===== config.mk =====
export PLATFORM = sky130hd
export DESIGN_NAME = staggered_relay_mask_sequencer
export DESIGN_NICKNAME = d
export VERILOG_FILES = /design/src/srms_pkg.sv /design/src/staggered_relay_mask_sequencer.sv /design/src/srms_cfg.sv /design/src/srms_engine.sv
export SDC_FILE = /design/constraint.sdc
export NUM_CORES = 1
export LEC_CHECK = 0
export BUFFER_PORTS_ARGS = -buffer_cell sky130_fd_sc_hd__buf_2
export CORE_UTILIZATION = 40
export DETAILED_ROUTE_END_ITERATION = 16
export MAX_ROUTING_LAYER = met4
export PLACE_DENSITY = 0.69
export SETUP_SLACK_MARGIN = 0.5
export SLEW_MARGIN = 5
export SYNTH_ARGS = -nofsm -noshare
export SYNTH_HDL_FRONTEND = slang
export SYNTH_SLANG_ARGS = --single-unit

===== constraint.sdc =====
create_clock -name i_clk -period 8.25 [get_ports i_clk]
set_input_delay 1.65 -clock i_clk [delete_from_list [all_inputs] [get_ports i_clk]]
set_output_delay 1.65 -clock i_clk [all_outputs]
set_load 0.01 [all_outputs]

===== src/srms_pkg.sv =====
// shared constants and types for the staggered relay mask sequencer
package srms_pkg;

    localparam int MASK_W      = 8;
    localparam int IDX_W       = 3;
    localparam int INTERVAL_W  = 16;
    localparam int TIMEOUT_W   = 20;
    localparam int APB_ADDR_W  = 3;
    localparam int APB_DATA_W  = 32;

    localparam int NUM_RELAYS_DEF = 4;

    localparam logic [INTERVAL_W-1:0] INTERVAL_RST = INTERVAL_W'(5000);
    localparam logic [TIMEOUT_W-1:0]  TIMEOUT_RST  = TIMEOUT_W'(5 * 60 * 1000);
    localparam logic [MASK_W-1:0]     MASK_ALL_ON  = '1;

    localparam logic FUNC_TICK = 1'b0;
    localparam logic FUNC_MASK = 1'b1;

    localparam logic REG_STEP_INTERVAL = 1'b0;
    localparam logic REG_WATCHDOG      = 1'b1;

    typedef struct packed {
        logic [INTERVAL_W-1:0] step_interval;
        logic [TIMEOUT_W-1:0]  watchdog_timeout;
    } t_cfg;

endpackage


===== src/staggered_relay_mask_sequencer.sv =====
// top level: input register, handshake and wiring of config and engine
// Takes one word per clock while o_stall is low, either a millisecond tick or a
// new relay mask, and returns one result word per input word via the input and
// result registers; throughput is one word per clock while i_stall is low, set
// by the single step stage between them. Results are held while i_stall is
// high and the input side stalls only when both registers are full. Register
// writes are expected only while no word is in flight.
module staggered_relay_mask_sequencer #(
    parameter int NUM_RELAYS = srms_pkg::NUM_RELAYS_DEF
) (
    input  logic                              i_clk,
    input  logic                              i_rst_n,
    input  logic                              psel,
    input  logic                              penable,
    input  logic                              pwrite,
    input  logic [srms_pkg::APB_ADDR_W-1:0]   paddr,
    input  logic [srms_pkg::APB_DATA_W-1:0]   pwdata,
    output logic [srms_pkg::APB_DATA_W-1:0]   prdata,
    output logic                              pready,
    input  logic                              i_valid,
    output logic                              o_stall,
    input  logic                              i_func,
    input  logic [srms_pkg::MASK_W-1:0]       i_new_mask,
    output logic                              o_valid,
    input  logic                              i_stall,
    output logic [srms_pkg::MASK_W-1:0]       o_relay_levels,
    output logic                              o_relay_changed,
    output logic [srms_pkg::IDX_W-1:0]        o_changed_index,
    output logic                              o_failsafe_active
);
    import srms_pkg::*;

    t_cfg              cfg;
    logic              r_in_valid;
    logic              r_in_func;
    logic [MASK_W-1:0] r_in_mask;
    logic              adv;
    logic              take;

    assign adv     = !o_valid || !i_stall;
    assign o_stall = r_in_valid && !adv;
    assign take    = i_valid && !o_stall;

    always_ff @(posedge i_clk) begin
        if (!i_rst_n) begin
            r_in_valid <= 1'b0;
        end else if (!o_stall) begin
            r_in_valid <= i_valid;
        end
    end

    always_ff @(posedge i_clk) begin
        if (take) begin
            r_in_func <= i_func;
            r_in_mask <= i_new_mask;
        end
    end

    srms_cfg u_cfg (
        .i_clk   (i_clk),
        .i_rst_n (i_rst_n),
        .psel    (psel),
        .penable (penable),
        .pwrite  (pwrite),
        .paddr   (paddr),
        .pwdata  (pwdata),
        .prdata  (prdata),
        .pready  (pready),
        .o_cfg   (cfg)
    );

    srms_engine #(
        .NUM_RELAYS (NUM_RELAYS)
    ) u_engine (
        .i_clk             (i_clk),
        .i_rst_n           (i_rst_n),
        .i_cfg             (cfg),
        .i_adv             (adv),
        .i_item_valid      (r_in_valid),
        .i_func            (r_in_func),
        .i_new_mask        (r_in_mask),
        .o_valid           (o_valid),
        .o_relay_levels    (o_relay_levels),
        .o_relay_changed   (o_relay_changed),
        .o_changed_index   (o_changed_index),
        .o_failsafe_active (o_failsafe_active)
    );

endmodule


===== src/srms_cfg.sv =====
// apb register file for step interval and watchdog timeout
module srms_cfg (
    input  logic                              i_clk,
    input  logic                              i_rst_n,
    input  logic                              psel,
    input  logic                              penable,
    input  logic                              pwrite,
    input  logic [srms_pkg::APB_ADDR_W-1:0]   paddr,
    input  logic [srms_pkg::APB_DATA_W-1:0]   pwdata,
    output logic [srms_pkg::APB_DATA_W-1:0]   prdata,
    output logic                              pready,
    output srms_pkg::t_cfg                    o_cfg
);
    import srms_pkg::*;

    logic [INTERVAL_W-1:0] r_interval, n_interval;
    logic [TIMEOUT_W-1:0]  r_timeout, n_timeout;
    logic                  wr_en;

    assign pready = 1'b1;
    assign wr_en  = psel & penable & pwrite;

    always_comb begin
        n_interval = r_interval;
        n_timeout  = r_timeout;
        if (wr_en) begin
            case (paddr[2])
                REG_STEP_INTERVAL: n_interval = pwdata[INTERVAL_W-1:0];
                REG_WATCHDOG:      n_timeout  = pwdata[TIMEOUT_W-1:0];
                default: ;
            endcase
        end
    end

    always_comb begin
        case (paddr[2])
            REG_STEP_INTERVAL: prdata = APB_DATA_W'(r_interval);
            REG_WATCHDOG:      prdata = APB_DATA_W'(r_timeout);
            default:           prdata = '0;
        endcase
    end

    always_ff @(posedge i_clk) begin
        if (!i_rst_n) begin
            r_interval <= INTERVAL_RST;
            r_timeout  <= TIMEOUT_RST;
        end else begin
            r_interval <= n_interval;
            r_timeout  <= n_timeout;
        end
    end

    assign o_cfg.step_interval    = r_interval;
    assign o_cfg.watchdog_timeout = r_timeout;

endmodule


===== src/srms_engine.sv =====
// sequencer state, per-word step logic and result register
module srms_engine #(
    parameter int NUM_RELAYS = srms_pkg::NUM_RELAYS_DEF
) (
    input  logic                          i_clk,
    input  logic                          i_rst_n,
    input  srms_pkg::t_cfg                i_cfg,
    input  logic                          i_adv,
    input  logic                          i_item_valid,
    input  logic                          i_func,
    input  logic [srms_pkg::MASK_W-1:0]   i_new_mask,
    output logic                          o_valid,
    output logic [srms_pkg::MASK_W-1:0]   o_relay_levels,
    output logic                          o_relay_changed,
    output logic [srms_pkg::IDX_W-1:0]    o_changed_index,
    output logic                          o_failsafe_active
);
    import srms_pkg::*;

    localparam logic [IDX_W:0] LastWrap = (IDX_W+1)'(NUM_RELAYS);

    logic [MASK_W-1:0]     r_req, n_req;
    logic [MASK_W-1:0]     r_app, n_app;
    logic [TIMEOUT_W-1:0]  r_mask_age, n_mask_age;
    logic [INTERVAL_W-1:0] r_step_age, n_step_age;
    logic [IDX_W-1:0]      r_cursor, n_cursor;
    logic                  r_failsafe, n_failsafe;
    logic                  n_changed;
    logic [IDX_W-1:0]      n_index;

    logic                  r_out_valid;
    logic [MASK_W-1:0]     r_out_levels;
    logic                  r_out_changed;
    logic [IDX_W-1:0]      r_out_index;
    logic                  r_out_failsafe;

    logic                  fire;
    logic [IDX_W:0]        cursor_inc;

    assign fire = i_adv & i_item_valid;

    always_comb begin
        n_req      = r_req;
        n_app      = r_app;
        n_mask_age = r_mask_age;
        n_step_age = r_step_age;
        n_cursor   = r_cursor;
        n_failsafe = r_failsafe;
        n_changed  = 1'b0;
        n_index    = '0;
        cursor_inc = '0;
        if (i_func == FUNC_MASK) begin
            n_req      = i_new_mask;
            n_mask_age = '0;
            n_failsafe = 1'b0;
        end else begin
            if (r_mask_age != '1) n_mask_age = r_mask_age + 1'b1;
            if (r_step_age != '1) n_step_age = r_step_age + 1'b1;
            if (!r_failsafe && n_mask_age >= i_cfg.watchdog_timeout) begin
                n_failsafe = 1'b1;
                n_cursor   = '0;
                n_step_age = '0;
                n_req      = MASK_ALL_ON;
            end
            if (n_step_age >= i_cfg.step_interval) begin
                if (n_req[n_cursor] != r_app[n_cursor]) begin
                    n_app[n_cursor] = n_req[n_cursor];
                    n_changed       = 1'b1;
                    n_index         = n_cursor;
                end
                cursor_inc = {1'b0, n_cursor} + 1'b1;
                if (cursor_inc >= LastWrap) begin
                    n_cursor   = '0;
                    n_failsafe = 1'b0;
                end else begin
                    n_cursor = cursor_inc[IDX_W-1:0];
                end
                n_step_age = '0;
            end
        end
    end

    always_ff @(posedge i_clk) begin
        if (!i_rst_n) begin
            r_req       <= MASK_ALL_ON;
            r_app       <= MASK_ALL_ON;
            r_mask_age  <= '0;
            r_step_age  <= '0;
            r_cursor    <= '0;
            r_failsafe  <= 1'b0;
            r_out_valid <= 1'b0;
        end else begin
            if (fire) begin
                r_req      <= n_req;
                r_app      <= n_app;
                r_mask_age <= n_mask_age;
                r_step_age <= n_step_age;
                r_cursor   <= n_cursor;
                r_failsafe <= n_failsafe;
            end
            if (i_adv) r_out_valid <= i_item_valid;
        end
    end

    always_ff @(posedge i_clk) begin
        if (fire) begin
            r_out_levels   <= n_app;
            r_out_changed  <= n_changed;
            r_out_index    <= n_index;
            r_out_failsafe <= n_failsafe;
        end
    end

    assign o_valid           = r_out_valid;
    assign o_relay_levels    = r_out_levels;
    assign o_relay_changed   = r_out_changed;
    assign o_changed_index   = r_out_index;
    assign o_failsafe_active = r_out_failsafe;

endmodule


==> impl_metrics.ini, run 1 <==
[die]
start_util_pct = 41.2
die_w_um = 133
core_mm2 = 0.0166
ioPinCount = 99
rows = 47
dieArea_mm2 = 0.0177
die_h_um = 133

[clocking]
cts_tree = built
clk_path_buf_depth = 2
postCtsHoldBufs = 0
cts-root-buf = clkbuf_16
htreeDepth = 4
post_cts_resize_count = 0
cts_made_buffers = 17
post_cts_buffers = 0
clock_latency_ps = 420
path_clk_slew_ps = 50
cts.sinks = 116

[pwr]
power.share.clock_pct = 52.9
vdd_drop_max_mv = 0.149
p_int_mw = 1.11
power_density_mw_per_mm2 = 183
netSwitchingPower_mw = 0.334
p_comb_share_pct = 5.8
pwr-share-seq_pct = 41.3
p_leak_nw = 3.07
switching_share_pct = 23.1

[final_layout]
fin_nets = 959
ff_latch_area_mm2 = 0.00254
antennaDiodeCount = 0
filler_cell_count = 1639
multi_input_area_mm2 = 0.00389
fin_area_mm2 = 0.00789
syn_to_final_growth_pct = 15.2
fin_util_pct = 47.4
drive_gt1_share_pct = 14.1

[timing]
hold_violations = 0
fin_setup_tns_ps = 0
min_period_ps = 7070
rsz0062_at_grt = false
worst_pin_slew_ps = 1120
slew_headroom_pct = 25.5
fin_ws_ps = 1180
finalMaxSlewViolations = 0
timing.fmax_mhz = 141
setup_viol = 0
skew_ps = 7.96
fin_hold_ws_ps = 464
period_share_pct = 85.7

[worst_hold_path]
hp-start = u_engine.r_step_age[6]
worstHoldEndpoint = u_engine.r_step_age[6]
hold_depth = 1
hp-class = reg -> reg

[worst_setup_path]
path_max_fanout = 24
reg2reg_from = u_engine.r_mask_age[4]
slowest_delay_ps = 830
startpoint_type = flip-flop
crit_buf_inv = 0
crit_family = simple AND/OR/NAND/NOR gates
path_class = reg -> reg
cp.arrival_ps = 7420
ff2ff_path_depth = 19
r2r_setup_slack_ps = 1180
cp_cell_sequence = and4_1, nand4_1, nor4_2, nor4_2, nand2_1, xnor2_1, ha_1, nand4_1, or2_1, nor4_4, o31a_1, nor2_1, ha_1, a2111oi_0, o311ai_1, a221o_1, nor4b_2, a21boi_0, mux2i_1
timing.rr.end = u_engine.r_step_age[4]
endpoint_kind = flip-flop
crit_slowest_cell = o31a_1
worstPathRequired_ps = 8600

[grt]
antenna_found_initial = 0
grt_pass1_vias = 5278
grt_max_degree = 96
globalRoute.totalOverflow = 0
grt_pass1_wl_mm = 26.7
grt_use_total_pct = 19.6

[synth]
synth_top_cell_area_share_pct = 27.5
syn_inst = 821
yosysUniqueCellTypes = 66
synth-warning-count = 0
syn-cell-area_mm2 = 0.00685
syn_avg_cell_area_um2 = 8.35
synth_seq_area_share_pct = 37.1
synth_top_area_cell = dfxtp_1
synth_seq_cells = 116
synth_edf_count = 22
async_reset_ff_share_pct = 0
synth_area_leaders = dfxtp_1 (27%), edfxtp_1 (9.6%), nand2_1 (7.2%)
synth_flop_cell = dfxtp_1

[drt]
ant_nets = 0
post-route-drc-count = 0
viasPerCell = 5.31
wirelength_mm = 16.3
dr.pass1.iters = 4
vias = 5857
drt_iter0_markers = 386
wire_per_inst_um = 14.8

[placement]
place_congestion = 0.862
hpwlAfterDp_mm = 11.2
port_buffers = 71
postPlaceCellArea_mm2 = 0.00728
place_ws_ps = 1340

[run]
maxCapViolCount = 0

[run_status]
outcome = finished clean
[power by group through the flow]
stage	logic [mW]	clock network (mW)	registers (mW)
floorplan	0.0586	0	0.606
global placement	0.0821	0	0.608
detailed placement	0.0829	0	0.608
CTS	0.0834	0.774	0.596
global route	0.0934	0.799	0.597
finish	0.0834	0.763	0.596
[Yosys cell counts, types with 17 or more instances]
cell,n
nor2_1,48
nand4_1,19
ha_1,39
clkbuf_1,36
a21boi_0,32
nand2b_1,17
edfxtp_1,22
nand2_1,131
inv_1,46
o21ai_0,34
nor2b_1,21
xnor2_1,18
dfxtp_1,94
nand3_1,22
a21oi_1,38
[cells in the final DEF, fill, tap and decap left out, drive strengths merged, types with 21 or more instances in the layout]
cell	count
a21boi	33
a21oi	38
buf	77
dfxtp	94
edfxtp	22
ha	39
inv	47
nand2	131
nand3	23
nor2	48
nor2b	21
o21ai	34
[logic make-up (layout without fill, tap and decap cells)]
kind of cell	after synthesis	in the layout	share of synthesized area [%]
buffers and inverters	105	155	6.77
XOR/XNOR	26	26	3.32
AND/OR/NAND/NOR	326	326	24.3
flip-flops	116	116	37.1
adder cells (fa/ha/maj)	39	39	7.12
multiplexers	11	11	2.10
other	2	13	0.110
AO/OA/AOI/OAI	196	196	19.1
[registers in the layout, indices dropped and copies added (netlist names), 3 cells and up]
register / flops
u_cfg.r_timeout: 20
u_engine.o_changed_index: 3
u_engine.r_app: 8
u_engine.r_cursor: 3
u_engine.r_mask_age: 20
r_in_mask: 8
u_cfg.r_interval: 16
u_engine.r_step_age: 16
u_engine.o_relay_levels: 8
u_engine.r_req: 8
[area by class of cell]
class                      count  share of cell area, %
clock buffer                  20                   5.79
clock inverter                12                   1.95
inverter                      46                   2.19
multi-input combinational    611                   49.3
sequential                   116                   32.2
tap                          220                   3.49
timing repair buffer          77                   5.07
[how the worst max path moves through the flow]
stage                                 from                    endpoint  slack [ps]  cells past startpoint
CTS                 u_engine.r_mask_age[4]      u_engine.r_step_age[4]        1280                     19
global route        u_engine.r_mask_age[4]      u_engine.r_step_age[4]         750                     19
floorplan           u_engine.r_mask_age[4]  u_engine.o_relay_levels[3]        2440                     24
finish              u_engine.r_mask_age[4]      u_engine.r_step_age[4]        1180                     19
global placement    u_engine.r_mask_age[4]      u_engine.r_step_age[4]        1430                     19
detailed placement  u_engine.r_mask_age[4]      u_engine.r_step_age[4]        1340                     19
[stage by stage]
step                      power, mW  instances
after floorplan               0.664        832
after global placement        0.690       1070
after detailed placement      0.691       1070
after CTS                      1.45       1102
after global routing           1.49       1102
final                          1.44       1102
[routing by layer]
layer	GRT usage [%]	part of all wire, %	wire length, um	up-vias
li1	-	-	-	2994
met1	26.0	49	8000	2713
met2	29.6	46	7440	135
met3	4.71	4.0	644	15
met4	5.43	1.3	212	0
met5	-	0	0	-
No activity file was read; power rests on OpenSTA's default activity.
==> run 2, diff against run 1 <==
ABC_AREA = 1   (was unset)
==> run 2 against run 1 <==
- maximum frequency is 9.4% higher
- sequential cell count stayed put
- final area is 0.73% lower
- clock skew is 1.9 ps higher
- global-route usage is 0.059 points higher
- critical path type unchanged
- largest cell class unchanged
==> impl_metrics.ini, run 2 <==
[drt]
post-route-drc-count = 0
vias = 6190
viasPerCell = 4.93
wire_per_inst_um = 12.8
ant_nets = 0
wirelength_mm = 16.0
dr.pass1.iters = 5
drt_iter0_markers = 422

[final_layout]
most-common-layout-cells = nand2_1 (241), inv_1 (121), a21oi_1 (109)
top_regs = u_cfg.r_timeout (20), u_engine.r_mask_age (20)
stdcell_count = 1255
fin_area_mm2 = 0.00783
fin_util_pct = 47.1
filler_cell_count = 1689
syn_to_final_growth_pct = 14.6
drive_gt1_share_pct = 12.0
fin_nets = 1111
mostFrequentLayoutCell = nand2_1

[worst_setup_path]
path_max_fanout = 22
startpoint_type = flip-flop
path_class = reg -> reg
slowest_delay_ps = 970
cpMostUsedCell = nand2_1
cp.arrival_ps = 6810
crit_slowest_cell = nor2_1
endpoint_kind = flip-flop
worstPathRequired_ps = 8600

[clocking]
postCtsHoldBufs = 0
htreeDepth = 4
cts_made_buffers = 17
clk_path_buf_depth = 2
clock_latency_ps = 420
cts_tree = built
cts.sinks = 116
post_cts_resize_count = 0
cts-root-buf = clkbuf_16
post_cts_buffers = 0
path_clk_slew_ps = 60

[placement]
hpwlAfterDp_mm = 11.7
dp.cells = 1222
place_ws_ps = 1820
postPlaceCellArea_mm2 = 0.00726
port_buffers = 71
place_congestion = 0.906

[timing]
min_period_ps = 6460
finalMaxSlewViolations = 0
fin_hold_ws_ps = 464
fin_ws_ps = 1790
fin_setup_tns_ps = 0
period_share_pct = 78.4
hold_violations = 0
setup_viol = 0
slew_headroom_pct = 25.7
timing.fmax_mhz = 155
skew_ps = 9.87
rsz0062_at_grt = false
worst_pin_slew_ps = 1110

[grt]
grt_pass1_wl_mm = 26.9
grt_pass1_vias = 5667
globalRoute.totalOverflow = 0
grt_use_total_pct = 19.7
antenna_found_initial = 0
grt_max_degree = 40

[synth]
synth_seq_cells = 116
async_reset_ff_share_pct = 0
synth_edf_count = 22
synth_seq_area_share_pct = 37.2
ys_top_cells_by_count = nand2_1 (241), inv_1 (121), a21oi_1 (109), dfxtp_1 (94), o21ai_0 (72)
yosysUniqueCellTypes = 43
syn_avg_cell_area_um2 = 7.05
synth_area_leaders = dfxtp_1 (28%), nand2_1 (13%), edfxtp_1 (9.7%)
synth-warning-count = 0
syn_inst = 970
yosysMostFrequentCell = nand2_1
synth_flop_cell = dfxtp_1
syn-cell-area_mm2 = 0.00683
synth_top_area_cell = dfxtp_1
synth_top_cell_area_share_pct = 27.5

[die]
start_util_pct = 41.1
dieArea_mm2 = 0.0176
ioPinCount = 99
die_h_um = 133
core_mm2 = 0.0166
die_w_um = 133
rows = 47

[worst_hold_path]
hp-class = reg -> reg

[pwr]
vdd_drop_max_mv = 0.145
total_power_mw = 1.45
p_leak_nw = 3.49
power_density_mw_per_mm2 = 185

[run_status]
outcome = finished clean

[run]
maxCapViolCount = 0
-- run 2: changes by cell type in the layout (fill, tap and decap cells not counted), sizes merged, moves of 15 or more --
cell / change
nor2: +19
a21boi: -29
nor2b: -21
nand2b: -17
a21oi: +71
inv: +76
nand3: +15
nand2: +119
o21ai: +38
-- run 2: logic make-up after synthesis --
kind of cell / after synthesis / synth area share (%)
simple gates: 407 / 25.7
compound gates: 210 / 16.6
buf+inv: 177 / 10.8
flops: 116 / 37.2
fa+ha+maj: 39 / 7.14
xor+xnor: 19 / 2.44
other cells: 2 / 0.110
-- run 2: routing by layer --
metal / track usage [%] / vias to the layer above / share of wire (%) / wire length, um
li1: - / 3267 / - / -
met1: 24.7 / 2786 / 47 / 7590
met2: 31.4 / 116 / 47 / 7570
met3: 4.06 / 21 / 3.7 / 598
met4: 6.70 / 0 / 1.8 / 284
met5: - / - / 0 / 0
-- run 2: report_power, final --
| group | leakage (nW) | total (mW) | internal [mW] | switching (mW) |
|---|---|---|---|---|
| combinational | 2.24 | 0.116 | 0.0388 | 0.0776 |
| clock | 0.278 | 0.723 | 0.468 | 0.255 |
| sequential | 0.972 | 0.609 | 0.598 | 0.0106 |
| total | 3.49 | 1.45 | 1.11 | 0.343 |
-- run 2: path summary, 6_finish.rpt --
kind / from / end / slack (ps) / depth (start not counted)
worst max-delay path: u_engine.r_mask_age[0] / u_engine.r_step_age[5] / 1790 / 28
worst min-delay path: u_engine.r_mask_age[6] / u_engine.r_mask_age[6] / 460 / 2
worst max register to register: u_engine.r_mask_age[0] / u_engine.r_step_age[5] / 1790 / 28
worst min register to register: u_engine.r_mask_age[6] / u_engine.r_mask_age[6] / 460 / 2
-- run 2: cell type report --
cell class | instances | area, um2 | area share, %
antenna | 1 | 2.50 | 0.0319
clock buffer | 20 | 437 | 5.57
clock inverter | 12 | 138 | 1.76
inverter | 124 | 465 | 5.94
multi-input combinational | 688 | 3600 | 45.9
sequential | 116 | 2540 | 32.5
tap | 220 | 275 | 3.51
timing repair buffer | 74 | 378 | 4.82
-- run 2: worst max-delay path, delay by kind of cell, from the launching register on --
| family | cells | cell delay [ps] |
|---|---|---|
| buffers and inverters | 4 | 670 |
| and+or+nand+nor | 16 | 3320 |
| AOI/OAI and AO/OA | 4 | 1100 |
| DFF | 1 | 350 |
| adders and majority gates | 3 | 760 |
| xor gates and xnor gates | 1 | 170 |
